--- config.mk ---
export PLATFORM = sky130hd
export DESIGN_NAME = ordered_id_pool_allocator_unit
export DESIGN_NICKNAME = d
export VERILOG_FILES = /design/src/sv/oipa_pkg.sv /design/src/sv/ordered_id_pool_allocator_unit.sv /design/src/sv/oipa_ram.sv /design/src/sv/oipa_walker.sv
export SDC_FILE = /design/constraint.sdc
export NUM_CORES = 2
export LEC_CHECK = 0
export ABC_AREA = 0
export BUFFER_PORTS_ARGS = -buffer_cell sky130_fd_sc_hd__buf_4
export CORE_AREA = 2 2 519 521
export DETAILED_ROUTE_END_ITERATION = 12
export DIE_AREA = 0 0 521 523
export SYNTH_ARGS = -nofsm -noshare
export SYNTH_HDL_FRONTEND = slang
export SYNTH_HIERARCHICAL = 1
export SYNTH_SLANG_ARGS = --single-unit
--- constraint.sdc ---
create_clock -name aclk -period 7.05 [get_ports aclk]
set_clock_uncertainty 0.1 [all_clocks]
set_input_delay 1.41 -clock aclk [delete_from_list [all_inputs] [get_ports aclk]]
set_output_delay 1.41 -clock aclk [all_outputs]
set_load 0.01 [all_outputs]
--- src/sv/oipa_pkg.sv ---
// ----------------------------------------------------------------------------
// oipa_pkg
// Types and codes shared by the ordered identifier pool allocator.
// ----------------------------------------------------------------------------
package oipa_pkg;

    localparam int ID_W = 8;

    localparam logic [1:0] REQ_LOAD   = 2'd0;
    localparam logic [1:0] REQ_UPDATE = 2'd1;
    localparam logic [1:0] REQ_ALLOC  = 2'd2;

    localparam logic [1:0] ST_OK        = 2'd0;
    localparam logic [1:0] ST_NOT_FOUND = 2'd1;
    localparam logic [1:0] ST_NO_FREE   = 2'd2;
    localparam logic [1:0] ST_FULL      = 2'd3;

    typedef struct packed {
        logic [1:0]      req_type;
        logic [ID_W-1:0] ident;
        logic            mark_assigned;
    } oipa_in_t;

    typedef struct packed {
        logic [ID_W-1:0] granted_ident;
        logic [1:0]      status;
    } oipa_out_t;

    // one stored list entry
    typedef struct packed {
        logic [ID_W-1:0] ident;
        logic            taken;
    } oipa_entry_t;

    typedef struct packed {
        logic start;
        logic res_free;
    } oipa_ctl_t;

    typedef struct packed {
        logic      idle;
        logic      done;
        oipa_out_t word;
    } oipa_stat_t;

endpackage

--- src/sv/ordered_id_pool_allocator_unit.sv ---
// ----------------------------------------------------------------------------
// ordered_id_pool_allocator_unit
// Ordered pool of 8-bit identifiers with load, update and allocate requests.
// ----------------------------------------------------------------------------
// Request words enter on s_valid/s_ready/s_data, one result word per request
// leaves on m_valid/m_ready/m_data through an output register.
// A load writes its entry (unless the list is full) and then finishes. An
// update or allocate walks the stored list through the RAM read port one
// entry per cycle; an update that hits then appends the updated entry after
// the compacted list, and an allocate stops at the first free entry.
// One request is in flight at a time; s_ready is high only while the
// sequencer is idle, which it is again once its result moves into the
// output register, even if that word is still waiting for m_ready.
// If the receiver stalls with a word held, a finished result waits in the
// sequencer until the output register frees up.
// Reset clears the entry count (empty list) and the handshake state; the
// entry RAM is not cleared, since entries past the count are never read.
// ----------------------------------------------------------------------------
module ordered_id_pool_allocator_unit
    import oipa_pkg::*;
#(
    parameter int POOL_DEPTH = 256
) (
    input  logic      aclk,
    input  logic      aresetn,
    input  logic      s_valid,
    output logic      s_ready,
    input  oipa_in_t  s_data,
    output logic      m_valid,
    input  logic      m_ready,
    output oipa_out_t m_data
);

    oipa_ctl_t  ctl;
    oipa_stat_t stat;
    logic       m_valid_reg, m_valid_next;
    oipa_out_t  m_data_reg, m_data_next;

    assign ctl.start    = s_valid && s_ready;
    assign ctl.res_free = !m_valid_reg || m_ready;
    assign s_ready      = stat.idle;

    oipa_walker #(
        .POOL_DEPTH (POOL_DEPTH)
    ) u_walker (
        .aclk    (aclk),
        .aresetn (aresetn),
        .ctl     (ctl),
        .req     (s_data),
        .stat    (stat)
    );

    always_comb begin
        m_valid_next = m_valid_reg;
        m_data_next  = m_data_reg;
        if (ctl.res_free) begin
            m_valid_next = stat.done;
            if (stat.done) begin
                m_data_next = stat.word;
            end
        end
    end

    always_ff @(posedge aclk) begin
        if (!aresetn) begin
            m_valid_reg <= 1'b0;
        end else begin
            m_valid_reg <= m_valid_next;
        end
        m_data_reg <= m_data_next;
    end

    assign m_valid = m_valid_reg;
    assign m_data  = m_data_reg;

    a_busy_after_accept: assert property (@(posedge aclk) disable iff (!aresetn)
        s_valid && s_ready |=> !s_ready)
        else $error("accepted a second word while busy");

    a_result_moves: assert property (@(posedge aclk) disable iff (!aresetn)
        stat.done && ctl.res_free |=> m_valid && stat.idle)
        else $error("finished result not moved to output register");

    a_grant_zero_on_error: assert property (@(posedge aclk) disable iff (!aresetn)
        m_valid && (m_data.status != ST_OK) |-> m_data.granted_ident == '0)
        else $error("nonzero identifier with error status");

endmodule

--- src/sv/oipa_ram.sv ---
// ----------------------------------------------------------------------------
// oipa_ram
// Generic single-write, single-read RAM with registered read data.
// ----------------------------------------------------------------------------
module oipa_ram #(
    parameter int WIDTH = 9,
    parameter int DEPTH = 256
) (
    input  logic                                   aclk,
    input  logic                                   we,
    input  logic [(DEPTH > 1 ? $clog2(DEPTH) : 1)-1:0] waddr,
    input  logic [WIDTH-1:0]                       wdata,
    input  logic [(DEPTH > 1 ? $clog2(DEPTH) : 1)-1:0] raddr,
    output logic [WIDTH-1:0]                       rdata
);

    logic [WIDTH-1:0] mem [DEPTH];
    logic [WIDTH-1:0] rdata_reg;

    always_ff @(posedge aclk) begin
        if (we) begin
            mem[waddr] <= wdata;
        end
        rdata_reg <= mem[raddr];
    end

    assign rdata = rdata_reg;

endmodule

--- src/sv/oipa_walker.sv ---
// ----------------------------------------------------------------------------
// oipa_walker
// Sequencer that walks the entry list one entry per cycle through the RAM
// read port, compares each entry and compacts or marks it via the write port.
// ----------------------------------------------------------------------------
module oipa_walker
    import oipa_pkg::*;
#(
    parameter int POOL_DEPTH = 256
) (
    input  logic       aclk,
    input  logic       aresetn,
    input  oipa_ctl_t  ctl,
    input  oipa_in_t   req,
    output oipa_stat_t stat
);

    localparam int IDX_W = (POOL_DEPTH > 1) ? $clog2(POOL_DEPTH) : 1;
    localparam int CNT_W = $clog2(POOL_DEPTH + 1);
    localparam int ENT_W = $bits(oipa_entry_t);

    typedef enum logic [2:0] {
        S_IDLE,
        S_LOAD,
        S_WALK,
        S_TAIL,
        S_DONE
    } state_t;

    state_t             state_reg, state_next;
    oipa_in_t           req_reg, req_next;
    logic [CNT_W-1:0]   count_reg, count_next;
    logic [CNT_W-1:0]   issue_reg, issue_next;
    logic [CNT_W-1:0]   wptr_reg, wptr_next;
    logic [IDX_W-1:0]   didx_reg, didx_next;
    logic               pend_reg, pend_next;
    logic               found_reg, found_next;
    oipa_out_t          res_reg, res_next;

    logic               wr_en;
    logic [IDX_W-1:0]   wr_addr;
    oipa_entry_t        wr_data;
    logic [IDX_W-1:0]   rd_addr;
    logic [ENT_W-1:0]   rd_raw;
    oipa_entry_t        rd_data;
    logic               hit;

    assign rd_data = oipa_entry_t'(rd_raw);
    assign rd_addr = issue_reg[IDX_W-1:0];

    oipa_ram #(
        .WIDTH (ENT_W),
        .DEPTH (POOL_DEPTH)
    ) u_ram (
        .aclk  (aclk),
        .we    (wr_en),
        .waddr (wr_addr),
        .wdata (wr_data),
        .raddr (rd_addr),
        .rdata (rd_raw)
    );

    always_comb begin
        state_next = state_reg;
        req_next   = req_reg;
        count_next = count_reg;
        issue_next = issue_reg;
        wptr_next  = wptr_reg;
        didx_next  = didx_reg;
        pend_next  = pend_reg;
        found_next = found_reg;
        res_next   = res_reg;
        wr_en      = 1'b0;
        wr_addr    = '0;
        wr_data    = '0;
        hit        = 1'b0;

        unique case (state_reg)
            S_IDLE: begin
                if (ctl.start) begin
                    req_next   = req;
                    issue_next = '0;
                    wptr_next  = '0;
                    pend_next  = 1'b0;
                    found_next = 1'b0;
                    res_next   = '{granted_ident: '0, status: ST_OK};
                    unique case (req.req_type)
                        REQ_LOAD:   state_next = S_LOAD;
                        REQ_UPDATE: state_next = S_WALK;
                        REQ_ALLOC:  state_next = S_WALK;
                        default:    state_next = S_DONE;
                    endcase
                end
            end
            S_LOAD: begin
                if (count_reg == CNT_W'(POOL_DEPTH)) begin
                    res_next.status = ST_FULL;
                end else begin
                    wr_en      = 1'b1;
                    wr_addr    = count_reg[IDX_W-1:0];
                    wr_data    = '{ident: req_reg.ident, taken: 1'b0};
                    count_next = count_reg + 1'b1;
                end
                state_next = S_DONE;
            end
            S_WALK: begin
                pend_next = 1'b0;
                // process the entry read last cycle
                if (pend_reg) begin
                    if (req_reg.req_type == REQ_UPDATE) begin
                        if (rd_data.ident == req_reg.ident) begin
                            found_next = 1'b1;
                        end else begin
                            wr_en     = 1'b1;
                            wr_addr   = wptr_reg[IDX_W-1:0];
                            wr_data   = rd_data;
                            wptr_next = wptr_reg + 1'b1;
                        end
                    end else if (!rd_data.taken) begin
                        hit                    = 1'b1;
                        wr_en                  = 1'b1;
                        wr_addr                = didx_reg;
                        wr_data                = '{ident: rd_data.ident, taken: 1'b1};
                        res_next.granted_ident = rd_data.ident;
                        state_next             = S_DONE;
                    end
                end
                if (!hit) begin
                    if (issue_reg < count_reg) begin
                        pend_next  = 1'b1;
                        didx_next  = issue_reg[IDX_W-1:0];
                        issue_next = issue_reg + 1'b1;
                    end else if (!pend_reg) begin
                        if (req_reg.req_type == REQ_UPDATE) begin
                            if (found_reg) begin
                                state_next = S_TAIL;
                            end else begin
                                res_next.status = ST_NOT_FOUND;
                                state_next      = S_DONE;
                            end
                        end else begin
                            res_next.status = ST_NO_FREE;
                            state_next      = S_DONE;
                        end
                    end
                end
            end
            S_TAIL: begin
                // append the updated word after the compacted list
                wr_en      = 1'b1;
                wr_addr    = wptr_reg[IDX_W-1:0];
                wr_data    = '{ident: req_reg.ident, taken: req_reg.mark_assigned};
                count_next = wptr_reg + 1'b1;
                state_next = S_DONE;
            end
            S_DONE: begin
                if (ctl.res_free) begin
                    state_next = S_IDLE;
                end
            end
            default: state_next = S_IDLE;
        endcase
    end

    always_ff @(posedge aclk) begin
        if (!aresetn) begin
            state_reg <= S_IDLE;
            count_reg <= '0;
            pend_reg  <= 1'b0;
            found_reg <= 1'b0;
        end else begin
            state_reg <= state_next;
            count_reg <= count_next;
            pend_reg  <= pend_next;
            found_reg <= found_next;
        end
        req_reg   <= req_next;
        issue_reg <= issue_next;
        wptr_reg  <= wptr_next;
        didx_reg  <= didx_next;
        res_reg   <= res_next;
    end

    assign stat.idle = (state_reg == S_IDLE);
    assign stat.done = (state_reg == S_DONE);
    assign stat.word = res_reg;

endmodule
==> flow_summary.json <==
{
  "synth_top_cell_area_share": 0.7623,
  "drt_first_pass_iters": 6,
  "yosysSeqAreaShare": 0.7674,
  "num_rows": 190,
  "yosys_warnings": 6,
  "drt_iter0_drc": 5489,
  "slew_viol_final": 0,
  "finalCritPeriodShare": 0.8234,
  "switching_power_mw": 7.726,
  "place_congestion": 0.8824,
  "antenna_found_initial": 9,
  "synthToLayoutAreaGrowth_pct": 12.63,
  "cp_slowest_cell": "nand4_1",
  "ctsResizeCount": 0,
  "cts_root_buf": "clkbuf_16",
  "grt_pass1_wl_um": 336400,
  "switching_share": 0.2436,
  "synth_enable_flop_cells": 2361,
  "min_delay_worst_endpoint": "m_data[8]$_DFFE_PP_",
  "ys.flop_type": "edfxtp_1",
  "drive_gt1_frac": 0.2042,
  "wl_um": 234600,
  "async_reset_ff_frac": 0,
  "relSlewSlack": 0.1461,
  "total_power_mw": 31.71,
  "path_cells": "nor3b_2 -> nand3_1 -> a21oi_2 -> or2_1 -> a221o_1 -> nor2b_1 -> nand4_1 -> buf_4 -> nor2_1",
  "syn_area_sq_mm": 0.09301,
  "rsz0062_at_grt": "no",
  "required_ns": 7.45,
  "place.detailed.hpwl_um": 141900,
  "cts_hold_buf": 0,
  "muxShareOfSynthArea": 0.1373,
  "clock_sinks": 2385,
  "netlist_top_cells_count": "edfxtp_1, mux4_2, nor2_1, mux2i_1, a22oi_1",
  "cap_violations": 0,
  "synth_fp_nets": 4592,
  "grt_pass1_vias": 45990,
  "arrival_ns": 6.20,
  "tightest_slew_ns": 1.265,
  "leakage_nw": 31.49,
  "synth_simple_gate_area_share": 0.03120,
  "powerDensity_mw_per_mm2": 302.7,
  "setup_slack_ns": 1.245,
  "cp_num_buf_inv": 1,
  "die_w_um": 521,
  "dp_cells": 7962,
  "synth_top_family_by_area": "multiplexers",
  "r2r-end": "u_walker/u_ram/mem[27][1]$_DFFE_PP_",
  "globalRouteOverflowTotal": 0,
  "endpoint_kind": "register",
  "utilization": 0.3924,
  "clkTransAtPathRegs_ns": 0.06,
  "synth_most_common_cell": "edfxtp_1",
  "seq_power_share": 0.495,
  "r2r-start": "u_walker/state_reg[1]$_SDFFE_PN0P_",
  "instances_no_fill": 8384,
  "crit_family": "simple AND/OR/NAND/NOR gates",
  "fin_tns_setup_ns": 0,
  "p_clk_frac": 0.389,
  "synth_cell_types": 82,
  "start_util": 0.3484,
  "via_count": 46080,
  "coreArea_sq_mm": 0.2670,
  "die_area_sq_mm": 0.2725,
  "avgRoutedWirePerCell_um": 27.98,
  "cp_max_fo": 16,
  "place_area_sq_mm": 0.09717,
  "numCtsBuffers": 224,
  "outcome": "complete, no violations",
  "timing_hold_violations_final": 0,
  "synth-seq-cells": 2385,
  "setup_viol": 0,
  "drc": 0,
  "antenna_left": 0,
  "reg2reg_depth": 9,
  "synth_area_leaders": "edfxtp_1, mux4_2, mux2i_1, a22oi_1, nor2_1",
  "finalInstanceArea_sq_mm": 0.1048,
  "synthXorXnorAreaFrac": 0.002543,
  "tritoncts": "done",
  "path_class": "register to register",
  "synthAdderAreaFrac": 0.001883,
  "nNetsFinal": 4665,
  "clock_latency_ns": 0.89,
  "post_cts_buffers": 0,
  "ir_worst_vdd_mv": 0.2161,
  "clk_path_buf_depth": 3,
  "min_path_type": "register to register",
  "combPwrFrac": 0.117,
  "largest_reg_flops": 2304,
  "post-place-ws_ns": 1.473,
  "grt_usage": 0.1694,
  "htreeDepth": 4,
  "hold_path_depth": 0,
  "yosys.area.top_type": "edfxtp_1",
  "hp-start": "u_walker/stat[8]$_SDFFCE_PN0P_",
  "io_buffers": 26,
  "vias_per_cell": 5.496,
  "p_int_mw": 23.99,
  "synthCells": 4563,
  "holdWs_ns": 0.3200,
  "max_freq_ghz": 0.1723,
  "grt_max_degree": 134,
  "synth-compound-area-share": 0.04139,
  "fp.dieH_um": 523,
  "boundaryPins": 27,
  "start_kind": "register",
  "finalCriticalPeriod_ns": 5.805,
  "syn_area_per_cell_sq_um": 20.38,
  "reg2reg_setup_slack_ns": 1.24,
  "critPathMaxStageDelay_ns": 0.97
}
[cells by family after synthesis]
kind of cell    count (synthesis)
simple gates                  621
flops                        2385
fa+ha+maj                      14
buf+inv                       291
mux                           675
compound gates                550
xor+xnor                       27
[worst max-delay path by stage]
stage / from / to / slack [ns] / cells after the start
detailed placement: u_walker/state_reg[1]$_SDFFE_PN0P_ / u_walker/u_ram/mem[27][0]$_DFFE_PP_ / 1.47 / 9
global route: u_walker/state_reg[1]$_SDFFE_PN0P_ / u_walker/u_ram/mem[139][2]$_DFFE_PP_ / 1.02 / 9
global placement: u_walker/state_reg[1]$_SDFFE_PN0P_ / u_walker/u_ram/mem[27][0]$_DFFE_PP_ / 1.65 / 9
finish: u_walker/state_reg[1]$_SDFFE_PN0P_ / u_walker/u_ram/mem[27][1]$_DFFE_PP_ / 1.24 / 9
CTS: u_walker/state_reg[1]$_SDFFE_PN0P_ / u_walker/u_ram/mem[27][0]$_DFFE_PP_ / 1.45 / 9
floorplan: u_walker/state_reg[0]$_SDFFE_PN0P_ / u_walker/u_ram/mem[0][1]$_DFFE_PP_ / 1.60 / 4
[cell type report]
cell class	instances	area [sq um]
fill	23520	162200
sequential	2385	71380
multi-input combinational	1887	20100
clock buffer	273	5883
tap	3552	4444
clock inverter	145	1690
timing repair buffer	120	1189
inverter	18	67.56
antenna	4	10.01
[cell usage in the layout (no fill, tap or decap), types with 22 or more instances in the layout]
cell / n
a211oi_1: 31
a21oi_1: 106
a22oi_1: 175
buf_12: 23
buf_4: 97
bufinv_16: 29
clkbuf_1: 43
clkbuf_16: 227
clkinv_1: 51
clkinv_2: 35
dfxtp_1: 24
edfxtp_1: 2361
mux2i_1: 178
mux4_2: 467
nand2_1: 63
nand3_1: 42
nor2_1: 339
nor2b_1: 27
nor3_1: 27
nor4_1: 22
o21ai_0: 36
o221ai_1: 35
o22ai_1: 65
[metal layers]
layer | part of all wire | vias to the layer above | global-route usage
met5 | 0.00010 | - | 0
met4 | 0.029 | 4 | 0.05366
met3 | 0.089 | 339 | 0.03595
met2 | 0.47 | 2100 | 0.2649
met1 | 0.42 | 24530 | 0.2373
li1 | - | 19110 | -
[power groups by stage]
stage	clock (mW)	sequential (mW)	combinational (mW)
2_1_floorplan	0	16.0	2.45
3_3_place_gp	0	16.0	3.68
3_5_place_dp	0	16.0	3.69
4_1_cts	12.5	15.7	3.70
5_1_grt	13.1	15.7	3.88
6_report	12.3	15.7	3.71
(Power assumes the default switching activity.)
